==> src/rtl/core/swhsr_pkg.sv <==
// Package: types, codes and constants of the single-wire humidity sensor reader
package swhsr_pkg;

  localparam int TIME_BITS_DEF = 32;
  localparam int TS_W          = 32;
  localparam int CFG_W         = 8;
  localparam int CFG_IDX_W     = 3;
  localparam int NUM_BYTES     = 5;
  localparam int DATA_BITS     = 40;
  localparam int RX_W          = NUM_BYTES * 8;
  localparam int BIT_IDX_W     = 6;
  localparam int ERR_W         = 3;

  localparam logic [CFG_W-1:0] REQUEST_LOW_RST  = 8'd18;
  localparam logic [CFG_W-1:0] READ_TIMEOUT_RST = 8'd10;
  localparam logic [CFG_W-1:0] RESPONSE_MIN_RST = 8'd80;
  localparam logic [CFG_W-1:0] ONE_THRESH_RST   = 8'd49;

  typedef enum logic [1:0] {
    OP_START = 2'd0,
    OP_RISE  = 2'd1,
    OP_FALL  = 2'd2,
    OP_TICK  = 2'd3
  } op_e;

  typedef enum logic [2:0] {
    PH_READY    = 3'd0,
    PH_REQUEST  = 3'd1,
    PH_PULLDOWN = 3'd2,
    PH_PULSE    = 3'd3,
    PH_BITS     = 3'd4
  } phase_e;

  typedef enum logic [CFG_IDX_W-1:0] {
    CFG_REQUEST_LOW  = 3'd0,
    CFG_READ_TIMEOUT = 3'd1,
    CFG_RESPONSE_MIN = 3'd2,
    CFG_ONE_THRESH   = 3'd3
  } cfg_idx_e;

  localparam logic [ERR_W-1:0] ERR_NONE        = 3'd0;
  localparam logic [ERR_W-1:0] ERR_NOT_READ    = 3'd1;
  localparam logic [ERR_W-1:0] ERR_NO_RESPONSE = 3'd2;
  localparam logic [ERR_W-1:0] ERR_TIMEOUT     = 3'd3;
  localparam logic [ERR_W-1:0] ERR_CHECKSUM    = 3'd4;

  typedef struct packed {
    logic [CFG_W-1:0] request_low_ms;
    logic [CFG_W-1:0] read_timeout_ms;
    logic [CFG_W-1:0] response_min_us;
    logic [CFG_W-1:0] one_threshold_us;
  } cfg_t;

  typedef struct packed {
    logic             drive_low;
    logic             busy_res;
    logic             done_res;
    logic [ERR_W-1:0] error_code;
    logic             data_valid;
    logic [31:0]      data_word;
    logic [7:0]       checksum_byte;
  } result_t;

endpackage

==> src/rtl/core/swhsr_if.sv <==
// Request and result channel interfaces of the humidity sensor reader
interface swhsr_evt_if;
  logic        valid;
  logic        ready;
  logic [1:0]  operation;
  logic [31:0] timestamp_us;

  modport source (output valid, operation, timestamp_us, input ready);
  modport sink   (input valid, operation, timestamp_us, output ready);
endinterface

interface swhsr_res_if;
  logic        valid;
  logic        ready;
  logic        drive_low;
  logic        busy_res;
  logic        done_res;
  logic [2:0]  error_code;
  logic        data_valid;
  logic [31:0] data_word;
  logic [7:0]  checksum_byte;

  modport source (output valid, drive_low, busy_res, done_res, error_code, data_valid,
                  data_word, checksum_byte, input ready);
  modport sink   (input valid, drive_low, busy_res, done_res, error_code, data_valid,
                  data_word, checksum_byte, output ready);
endinterface

==> src/rtl/core/single_wire_humidity_sensor_reader.sv <==
// Top level of the single-wire humidity sensor reader
// Usage:
//   evt_i carries one request per event: start, rising edge, falling edge or
//   1 ms tick, each with a microsecond timestamp. res_o returns exactly one
//   result per request: line drive, busy, done, last error, sticky valid flag
//   and the received bytes, all showing the state after that event.
//   cfg_we_i/cfg_idx_i/cfg_data_i write the four timing registers; write only
//   while no request is in flight.
// Timing:
//   A request is held in the input register; its result is computed from it
//   and registered in the output register, from which res_o offers it. One
//   request per cycle is sustained while res_o.ready stays high.
// Reset:
//   The timing registers return to their defaults, the sequencer goes idle with error
//   "not read" and the valid flag cleared; no result is pending.
// Stall:
//   A held result keeps its value; the input register still fills behind it,
//   then evt_i.ready drops until res_o.ready returns.
module single_wire_humidity_sensor_reader #(
  parameter int TIME_BITS = swhsr_pkg::TIME_BITS_DEF
) (
  input  logic                            clk_i,
  input  logic                            rst_ni,
  swhsr_evt_if.sink                       evt_i,
  swhsr_res_if.source                     res_o,
  input  logic                            cfg_we_i,
  input  logic [swhsr_pkg::CFG_IDX_W-1:0] cfg_idx_i,
  input  logic [swhsr_pkg::CFG_W-1:0]     cfg_data_i
);
  import swhsr_pkg::*;

  cfg_t          cfg;
  result_t       res_comb;
  result_t       res_q;
  logic          in_v_q;
  logic [1:0]    in_op_q;
  logic [TS_W-1:0] in_ts_q;
  logic          out_v_q;
  logic          out_rdy;
  logic          in_rdy;
  logic          step;

  assign out_rdy     = !out_v_q || res_o.ready;
  assign in_rdy      = !in_v_q || out_rdy;
  assign step        = in_v_q && out_rdy;
  assign evt_i.ready = in_rdy;

  swhsr_cfg u_cfg (
    .clk_i      (clk_i),
    .rst_ni     (rst_ni),
    .cfg_we_i   (cfg_we_i),
    .cfg_idx_i  (cfg_idx_i),
    .cfg_data_i (cfg_data_i),
    .cfg_o      (cfg)
  );

  swhsr_core #(
    .TIME_BITS (TIME_BITS)
  ) u_core (
    .clk_i  (clk_i),
    .rst_ni (rst_ni),
    .step_i (step),
    .op_i   (in_op_q),
    .ts_i   (in_ts_q),
    .cfg_i  (cfg),
    .res_o  (res_comb)
  );

  always_ff @(posedge clk_i or negedge rst_ni) begin
    if (!rst_ni) begin
      in_v_q  <= 1'b0;
      out_v_q <= 1'b0;
    end else begin
      if (in_rdy) in_v_q <= evt_i.valid;
      if (out_rdy) out_v_q <= in_v_q;
    end
  end

  always_ff @(posedge clk_i) begin
    if (in_rdy && evt_i.valid) begin
      in_op_q <= evt_i.operation;
      in_ts_q <= evt_i.timestamp_us;
    end
    if (step) res_q <= res_comb;
  end

  assign res_o.valid         = out_v_q;
  assign res_o.drive_low     = res_q.drive_low;
  assign res_o.busy_res      = res_q.busy_res;
  assign res_o.done_res      = res_q.done_res;
  assign res_o.error_code    = res_q.error_code;
  assign res_o.data_valid    = res_q.data_valid;
  assign res_o.data_word     = res_q.data_word;
  assign res_o.checksum_byte = res_q.checksum_byte;

endmodule

==> src/rtl/core/swhsr_cfg.sv <==
// Configuration register file of the humidity sensor reader
module swhsr_cfg (
  input  logic                            clk_i,
  input  logic                            rst_ni,
  input  logic                            cfg_we_i,
  input  logic [swhsr_pkg::CFG_IDX_W-1:0] cfg_idx_i,
  input  logic [swhsr_pkg::CFG_W-1:0]     cfg_data_i,
  output swhsr_pkg::cfg_t                 cfg_o
);
  import swhsr_pkg::*;

  cfg_t cfg_q, cfg_d;

  always_comb begin
    cfg_d = cfg_q;
    if (cfg_we_i) begin
      unique case (cfg_idx_e'(cfg_idx_i))
        CFG_REQUEST_LOW:  cfg_d.request_low_ms   = cfg_data_i;
        CFG_READ_TIMEOUT: cfg_d.read_timeout_ms  = cfg_data_i;
        CFG_RESPONSE_MIN: cfg_d.response_min_us  = cfg_data_i;
        CFG_ONE_THRESH:   cfg_d.one_threshold_us = cfg_data_i;
        default:          cfg_d = cfg_q;
      endcase
    end
  end

  always_ff @(posedge clk_i or negedge rst_ni) begin
    if (!rst_ni) begin
      cfg_q.request_low_ms   <= REQUEST_LOW_RST;
      cfg_q.read_timeout_ms  <= READ_TIMEOUT_RST;
      cfg_q.response_min_us  <= RESPONSE_MIN_RST;
      cfg_q.one_threshold_us <= ONE_THRESH_RST;
    end else begin
      cfg_q <= cfg_d;
    end
  end

  assign cfg_o = cfg_q;

endmodule

==> src/rtl/core/swhsr_core.sv <==
// Read sequencer: phase, timer, bit decode and checksum, one request per step
module swhsr_core #(
  parameter int TIME_BITS = swhsr_pkg::TIME_BITS_DEF
) (
  input  logic                       clk_i,
  input  logic                       rst_ni,
  input  logic                       step_i,
  input  logic [1:0]                 op_i,
  input  logic [swhsr_pkg::TS_W-1:0] ts_i,
  input  swhsr_pkg::cfg_t            cfg_i,
  output swhsr_pkg::result_t         res_o
);
  import swhsr_pkg::*;

  phase_e                 phase_q, phase_d;
  logic [BIT_IDX_W-1:0]   bit_idx_q, bit_idx_d;
  logic [TIME_BITS-1:0]   last_edge_q, last_edge_d;
  logic [RX_W-1:0]        rx_q, rx_d;
  logic [CFG_W-1:0]       timer_q, timer_d;
  logic                   timer_on_q, timer_on_d;
  logic [ERR_W-1:0]       err_q, err_d;
  logic                   valid_q, valid_d;
  logic                   done;

  logic [TIME_BITS-1:0]   now;
  logic [TIME_BITS-1:0]   pulse;
  logic                   bit_val;
  logic                   edges_on;
  logic [2:0]             byte_no;
  logic [BIT_IDX_W-1:0]   bit_inc;
  logic [7:0]             byte_sel;
  logic [7:0]             sum;

  assign now      = ts_i[TIME_BITS-1:0];
  assign pulse    = now - last_edge_q;
  assign bit_val  = pulse > TIME_BITS'(cfg_i.one_threshold_us);
  assign edges_on = (phase_q == PH_PULLDOWN) || (phase_q == PH_PULSE) ||
                    (phase_q == PH_BITS);
  assign byte_no  = bit_idx_q[5:3];
  assign bit_inc  = bit_idx_q + BIT_IDX_W'(1);

  always_comb begin
    phase_d     = phase_q;
    bit_idx_d   = bit_idx_q;
    last_edge_d = last_edge_q;
    rx_d        = rx_q;
    timer_d     = timer_q;
    timer_on_d  = timer_on_q;
    err_d       = err_q;
    valid_d     = valid_q;
    done        = 1'b0;
    byte_sel    = 8'd0;
    sum         = 8'd0;

    unique case (op_e'(op_i))
      OP_START: begin
        rx_d       = '0;
        bit_idx_d  = '0;
        phase_d    = PH_REQUEST;
        timer_d    = cfg_i.request_low_ms;
        timer_on_d = 1'b1;
      end
      OP_RISE: begin
        if (edges_on) last_edge_d = now;
      end
      OP_FALL: begin
        if (edges_on) begin
          last_edge_d = now;
          if (phase_q == PH_PULLDOWN) begin
            phase_d = PH_PULSE;
          end else if (phase_q == PH_PULSE) begin
            if (pulse < TIME_BITS'(cfg_i.response_min_us)) begin
              err_d      = ERR_NO_RESPONSE;
              phase_d    = PH_READY;
              timer_on_d = 1'b0;
              timer_d    = '0;
              done       = 1'b1;
            end else begin
              phase_d   = PH_BITS;
              bit_idx_d = '0;
            end
          end else begin
            for (int k = 0; k < NUM_BYTES; k++) begin
              if (byte_no == 3'(k)) begin
                byte_sel = rx_q[(NUM_BYTES-1-k)*8 +: 8];
                rx_d[(NUM_BYTES-1-k)*8 +: 8] = {byte_sel[6:0], bit_val};
              end
            end
            bit_idx_d = bit_inc;
            if (bit_inc >= BIT_IDX_W'(DATA_BITS)) begin
              sum = rx_d[39:32] + rx_d[31:24] + rx_d[23:16] + rx_d[15:8];
              if (sum == rx_d[7:0]) begin
                valid_d = 1'b1;
                err_d   = ERR_NONE;
              end else begin
                err_d   = ERR_CHECKSUM;
              end
              phase_d    = PH_READY;
              timer_on_d = 1'b0;
              timer_d    = '0;
              done       = 1'b1;
            end
          end
        end
      end
      OP_TICK: begin
        if (timer_on_q && (phase_q != PH_READY)) begin
          if (timer_q <= CFG_W'(1)) begin
            timer_on_d = 1'b0;
            timer_d    = '0;
            if (phase_q == PH_REQUEST) begin
              phase_d     = PH_PULLDOWN;
              last_edge_d = now;
              timer_d     = cfg_i.read_timeout_ms;
              timer_on_d  = 1'b1;
            end else begin
              err_d   = ERR_TIMEOUT;
              phase_d = PH_READY;
              done    = 1'b1;
            end
          end else begin
            timer_d = timer_q - CFG_W'(1);
          end
        end
      end
      default: phase_d = phase_q;
    endcase
  end

  always_ff @(posedge clk_i or negedge rst_ni) begin
    if (!rst_ni) begin
      phase_q     <= PH_READY;
      bit_idx_q   <= '0;
      last_edge_q <= '0;
      rx_q        <= '0;
      timer_q     <= '0;
      timer_on_q  <= 1'b0;
      err_q       <= ERR_NOT_READ;
      valid_q     <= 1'b0;
    end else if (step_i) begin
      phase_q     <= phase_d;
      bit_idx_q   <= bit_idx_d;
      last_edge_q <= last_edge_d;
      rx_q        <= rx_d;
      timer_q     <= timer_d;
      timer_on_q  <= timer_on_d;
      err_q       <= err_d;
      valid_q     <= valid_d;
    end
  end

  always_comb begin
    res_o.drive_low     = (phase_d == PH_REQUEST);
    res_o.busy_res      = (phase_d != PH_READY);
    res_o.done_res      = done;
    res_o.error_code    = err_d;
    res_o.data_valid    = valid_d;
    res_o.data_word     = rx_d[RX_W-1:8];
    res_o.checksum_byte = rx_d[7:0];
  end

endmodule

==> src/flat_wrapper.sv <==
// flat-port wrapper written by rule: the top's interface ports become plain ports
module single_wire_humidity_sensor_reader_flat import swhsr_pkg::*;
#(
  parameter int TIME_BITS = swhsr_pkg::TIME_BITS_DEF
)
  (clk_i, rst_ni, cfg_we_i, cfg_idx_i, cfg_data_i, evt_i_valid, evt_i_operation, evt_i_timestamp_us, evt_i_ready, res_o_valid, res_o_drive_low, res_o_busy_res, res_o_done_res, res_o_error_code, res_o_data_valid, res_o_data_word, res_o_checksum_byte, res_o_ready);
  swhsr_evt_if evt_i_i ();
  swhsr_res_if res_o_i ();
  input  logic clk_i;
  input  logic rst_ni;
  input  logic cfg_we_i;
  input  logic [swhsr_pkg::CFG_IDX_W-1:0] cfg_idx_i;
  input  logic [swhsr_pkg::CFG_W-1:0] cfg_data_i;
  input wire logic [$bits(evt_i_i.valid)-1:0] evt_i_valid;
  input wire logic [$bits(evt_i_i.operation)-1:0] evt_i_operation;
  input wire logic [$bits(evt_i_i.timestamp_us)-1:0] evt_i_timestamp_us;
  output wire logic [$bits(evt_i_i.ready)-1:0] evt_i_ready;
  output wire logic [$bits(res_o_i.valid)-1:0] res_o_valid;
  output wire logic [$bits(res_o_i.drive_low)-1:0] res_o_drive_low;
  output wire logic [$bits(res_o_i.busy_res)-1:0] res_o_busy_res;
  output wire logic [$bits(res_o_i.done_res)-1:0] res_o_done_res;
  output wire logic [$bits(res_o_i.error_code)-1:0] res_o_error_code;
  output wire logic [$bits(res_o_i.data_valid)-1:0] res_o_data_valid;
  output wire logic [$bits(res_o_i.data_word)-1:0] res_o_data_word;
  output wire logic [$bits(res_o_i.checksum_byte)-1:0] res_o_checksum_byte;
  input wire logic [$bits(res_o_i.ready)-1:0] res_o_ready;
  assign evt_i_i.valid = evt_i_valid;
  assign evt_i_i.operation = evt_i_operation;
  assign evt_i_i.timestamp_us = evt_i_timestamp_us;
  assign evt_i_ready = evt_i_i.ready;
  assign res_o_valid = res_o_i.valid;
  assign res_o_drive_low = res_o_i.drive_low;
  assign res_o_busy_res = res_o_i.busy_res;
  assign res_o_done_res = res_o_i.done_res;
  assign res_o_error_code = res_o_i.error_code;
  assign res_o_data_valid = res_o_i.data_valid;
  assign res_o_data_word = res_o_i.data_word;
  assign res_o_checksum_byte = res_o_i.checksum_byte;
  assign res_o_i.ready = res_o_ready;
  single_wire_humidity_sensor_reader #(.TIME_BITS(TIME_BITS)) u_core (.clk_i(clk_i), .rst_ni(rst_ni), .evt_i(evt_i_i), .res_o(res_o_i), .cfg_we_i(cfg_we_i), .cfg_idx_i(cfg_idx_i), .cfg_data_i(cfg_data_i));
endmodule
==> config.mk <==
export PLATFORM = sky130hd
export DESIGN_NAME = single_wire_humidity_sensor_reader_flat
export DESIGN_NICKNAME = d
export VERILOG_FILES = /design/src/rtl/core/swhsr_pkg.sv /design/src/rtl/core/swhsr_if.sv /design/src/rtl/core/single_wire_humidity_sensor_reader.sv /design/src/rtl/core/swhsr_cfg.sv /design/src/rtl/core/swhsr_core.sv /design/src/flat_wrapper.sv
export SDC_FILE = /design/constraint.sdc
export NUM_CORES = 1
export LEC_CHECK = 0
export BUFFER_PORTS_ARGS = -buffer_cell sky130_fd_sc_hd__buf_2
export CAP_MARGIN = 20
export CORE_MARGIN = 2
export CORE_UTILIZATION = 45
export DETAILED_ROUTE_END_ITERATION = 16
export HOLD_SLACK_MARGIN = 0.15
export SYNTH_ARGS = -nofsm -noshare
export SYNTH_HDL_FRONTEND = slang
export SYNTH_SLANG_ARGS = --single-unit
export TNS_END_PERCENT = 10
==> constraint.sdc <==
create_clock -name clk_i -period 11.95 [get_ports clk_i]
set_clock_uncertainty 0.1 [all_clocks]
set_input_delay 1.7925 -clock clk_i [delete_from_list [all_inputs] [get_ports clk_i]]
set_output_delay 1.7925 -clock clk_i [all_outputs]
set_load 0.02 [all_outputs]
==> summary.md <==
| Metric | Value |
|---|---|
| Most common cell after layout, fill and taps aside | `nand2_1` |
| Max-cap violations | `0` |
| Post-Route WL | `between 20 and 30 mm` |
| Area grow syn2layout | `14.05%` |
| # H-tree levels | `1` |
| Kind of critical path | `register to register` |
| IO Port Bufs | `~100` |
| Layout cells sized above 1 | `19.02%` |
| Die width | `171.4 µm` |
| Via/cell ratio | `around 5.5` |
| Predominant post-synthesis flop cell | `dfrtp_1` |
| CP endpoint kind | `register` |
| Post-CTS setup buffer count | `0` |
| CTS tree | `yes` |
| Cell Pwr Density | `approximately 190 nW/µm²` |
| Placed Area | `around 13000 µm²` |
| Met3 GRT Util | `~2.3%` |
| Unrepaired setup endpoints after global routing | `no` |
| Worst EP required | `around 12 ns` |
| Largest net degree at the start of global routing | `69` |
| Hold buffers post-CTS | `0` |
| Max transition margin | `31.94%` |
| Sink Count | `around 210` |
| Overall Global Routing Usage | `approximately a fifth` |
| FF-to-FF Start | `u_core.u_core.last_edge_q[1]` |
| Fillers | `between 2000 and 3000` |
| Clock Path Buffers | `3` |
| Die Area | `between 20000 and 30000 µm²` |
| Final antenna-violating net count | `0` |
| Fin crit share | `between 60% and 70%` |
| CORE AREA | `about 28000 µm²` |
| Final Setup Violations | `0` |
| FF/Latch Area | `5648 µm²` |
| Grt met2 use | `approximately 34%` |
| Vias in the first global route | `about 9300` |
| DP Wirelength | `20.97 mm` |
| GPL Wtd Cong | `about 0.88` |
| Seq cells post-synth | `between 200 and 250` |
| GRT busiest layer | `met2` |
| DRT Pass-1 Iters | `5` |
| Iter 0 DRT Violations | `approximately 790` |
| Netlist cell types | `between 90 and 100` |
| Cell row count | `slightly above 60` |
| Max Slew Vio Count | `0` |
| Syn Nets | `around 1400` |
| DRC violations left | `0` |
| Clock-pin slew on the worst setup and hold paths | `0.06 ns` |
| Mapped Cells | `1268` |
| Root buffer cell | `clkbuf_16` |
| Maximum VDD drop | `roughly 0.00015 V` |
| Setup TNS | `0 ns` |
| Initial antenna violation count | `0` |
| Worst Tran Pin Value | `just over 1 ns` |
| Met1 usage | `roughly 28%` |
| YS warnings | `0` |
| CP max FO | `11` |
| Minimum clock period | `~7.5 ns` |
| Via count | `roughly 9600` |
| Worst-Skew Late Latency | `around 0.53 ns` |
| Most frequent cells in the layout | `nand2_1 (152), o21ai_0 (135), dfrtp_1 (118)` |
| Per-cell routed wire length | `approximately 17 µm` |
| Hold path startpoint | `u_core.u_core.valid_q` |
| Die Span Y | `roughly 170 µm` |
| Post-CTS sizing | `0` |
| Status | `completed` |
| Post-synth EDFFs | `roughly 80` |
| Boundary pin count | `99` |
| Sequential area share after synthesis | `around 45%` |
| CP Launch Point | `u_core.u_core.last_edge_q[1]` |
| Initial Utilization | `approximately 46%` |
| TritonCTS buffer count | `25` |
| Arrival time of the worst setup path | `7.69 ns` |
| Mapped cell area | `about 13000 µm²` |
| Number of diodes | `0` |
| First-pass GRT wire length | `between 40 and 50 mm` |
| Syn_area_per_cell | `between 9 and 10 µm²` |
| Multi-input combinational cell area | `6379 µm²` |
| Leak | `6.280 nW` |
| Hold Violations, Final | `0` |
| Fin nets | `1480` |
| Post-route cell area | `~14000 µm²` |
| Reg-to-reg setup timing slack | `about 4.4 ns` |
| FFs w/ async S/R, synth | `around three fifths` |
| Max frequency | `approximately 130 MHz` |
| Setup crit start kind | `register` |
| Class of the tightest hold or removal check | `register to register` |
| GR Overflow Total | `0` |
-- report_power, final --
| part | internal [mW] | switching [mW] |
|---|---|---|
| registers | 0.863 | 0.0636 |
| logic | 0.404 | 0.621 |
| clock network | 0.519 | 0.307 |
| total | 1.79 | 0.992 |
-- final cells by class --
cell class / count / area share (%)
multi-input combinational: 905 / 44.33
clock buffer: 32 / 4.818
timing repair buffer: 111 / 4.192
inverter: 101 / 2.644
sequential: 209 / 39.26
clock inverter: 14 / 1.470
tap: 378 / 3.287
-- routing by layer --
metal	vias to the layer above	part of all wire (%)
li1	4732	-
met1	4674	46
met2	168	48
met3	46	3.0
met4	0	2.2
met5	-	0
-- critical path: stages, from the launching register on --
cell	delay (ns)
dfrtp_1	0.38
inv_1	0.07
ha_1	0.28
nor2b_1	0.14
o2111ai_1	0.40
a21oi_2	0.20
or4_1	0.52
a32oi_1	0.26
o221ai_1	0.16
or4b_1	0.59
nor4_2	0.89
o21ai_0	0.26
fa_1	0.48
fa_1	0.49
ha_1	0.16
inv_1	0.05
fa_1	0.39
xor2_1	0.25
mux2i_1	0.13
xor2_1	0.18
nor3_1	0.17
nand4_1	0.11
nor3_1	0.17
inv_1	0.09
a21oi_1	0.22
o21ai_0	0.11
-- worst paths after layout --
check / endpoint / depth (start not counted)
min in group asynchronous: u_core.u_core.last_edge_q[7] / 1
worst min-delay path: u_core.u_core.valid_q / 1
max in group asynchronous: u_core.u_core.timer_q[5] / 2
worst max-delay path: u_core.res_o.error_code[2] / 25
worst max register to register: u_core.res_o.error_code[2] / 25
worst min register to register: u_core.u_core.valid_q / 1
-- through the flow --
stage | std cells | setup WS [ns] | util (%) | power, mW | hold WS [ns]
after floorplan | 1268 | 5.625 | - | 1.706 | 0.3375
after global placement | 1703 | 4.629 | 48.59 | 1.950 | 0.3481
after detailed placement | 1703 | 4.450 | 48.59 | 1.959 | 0.3639
after CTS | 1749 | 4.414 | 51.86 | 2.797 | 0.3771
after global routing | 1750 | 3.720 | 51.93 | 2.978 | 0.4026
final | 1750 | 4.432 | 51.93 | 2.778 | 0.3843
-- registers in the layout (all words and copies together) (netlist names), 2 cells and up --
name	flops
u_core.in_op_q	2
u_core.in_ts_q	32
u_core.res_o.checksum_byte	8
u_core.res_o.data_word	32
u_core.res_o.error_code	3
u_core.u_cfg.cfg_o	32
u_core.u_core.bit_idx_q	6
u_core.u_core.err_q	3
u_core.u_core.last_edge_q	32
u_core.u_core.phase_q	3
u_core.u_core.rx_q	40
u_core.u_core.timer_q	8
-- cell families after synthesis --
family / synth area share [%]
fa+ha+maj: 8.530
flops: 44.77
simple gates: 14.60
mux: 8.619
xor+xnor: 2.569
buf+inv: 4.979
compound gates: 15.93
-- cells in the mapped netlist, drive strengths merged (3+ instances only) --
master	count	area, µm²
nand2	154	583.1
o21ai	140	700.7
dfrtp	118	2953
inv	100	375.4
edfxtp	81	2432
a21oi	62	321.6
ha	62	775.7
mux2	59	686.9
nor2	51	191.4
nand3	50	250.2
mux2i	40	400.4
clkbuf	38	143.9
xnor2	28	245.2
nor3	21	115.1
fa	15	300.3
a21o	14	105.1
buf	14	96.33
nand4	14	93.84
nand2b	13	81.33
a31oi	12	81.33
a22o	11	100.1
or3	11	75.07
dfstp	10	262.8
nor4	10	77.57
o31ai	9	72.57
xor2	9	78.83
and2	7	45.05
and3	7	45.05
o211ai	7	52.55
o21a	7	52.55
a211oi	6	50.05
nor4b	5	56.31
or4	5	37.54
a221oi	4	35.03
a32o	4	40.04
nor2b	4	25.02
nor3b	4	30.03
o21bai	4	30.03
o22ai	4	25.02
or2	4	25.03
nand3b	3	22.52
o2111a	3	33.78
o211a	3	30.03
No activity file was read; power rests on OpenSTA's default activity.
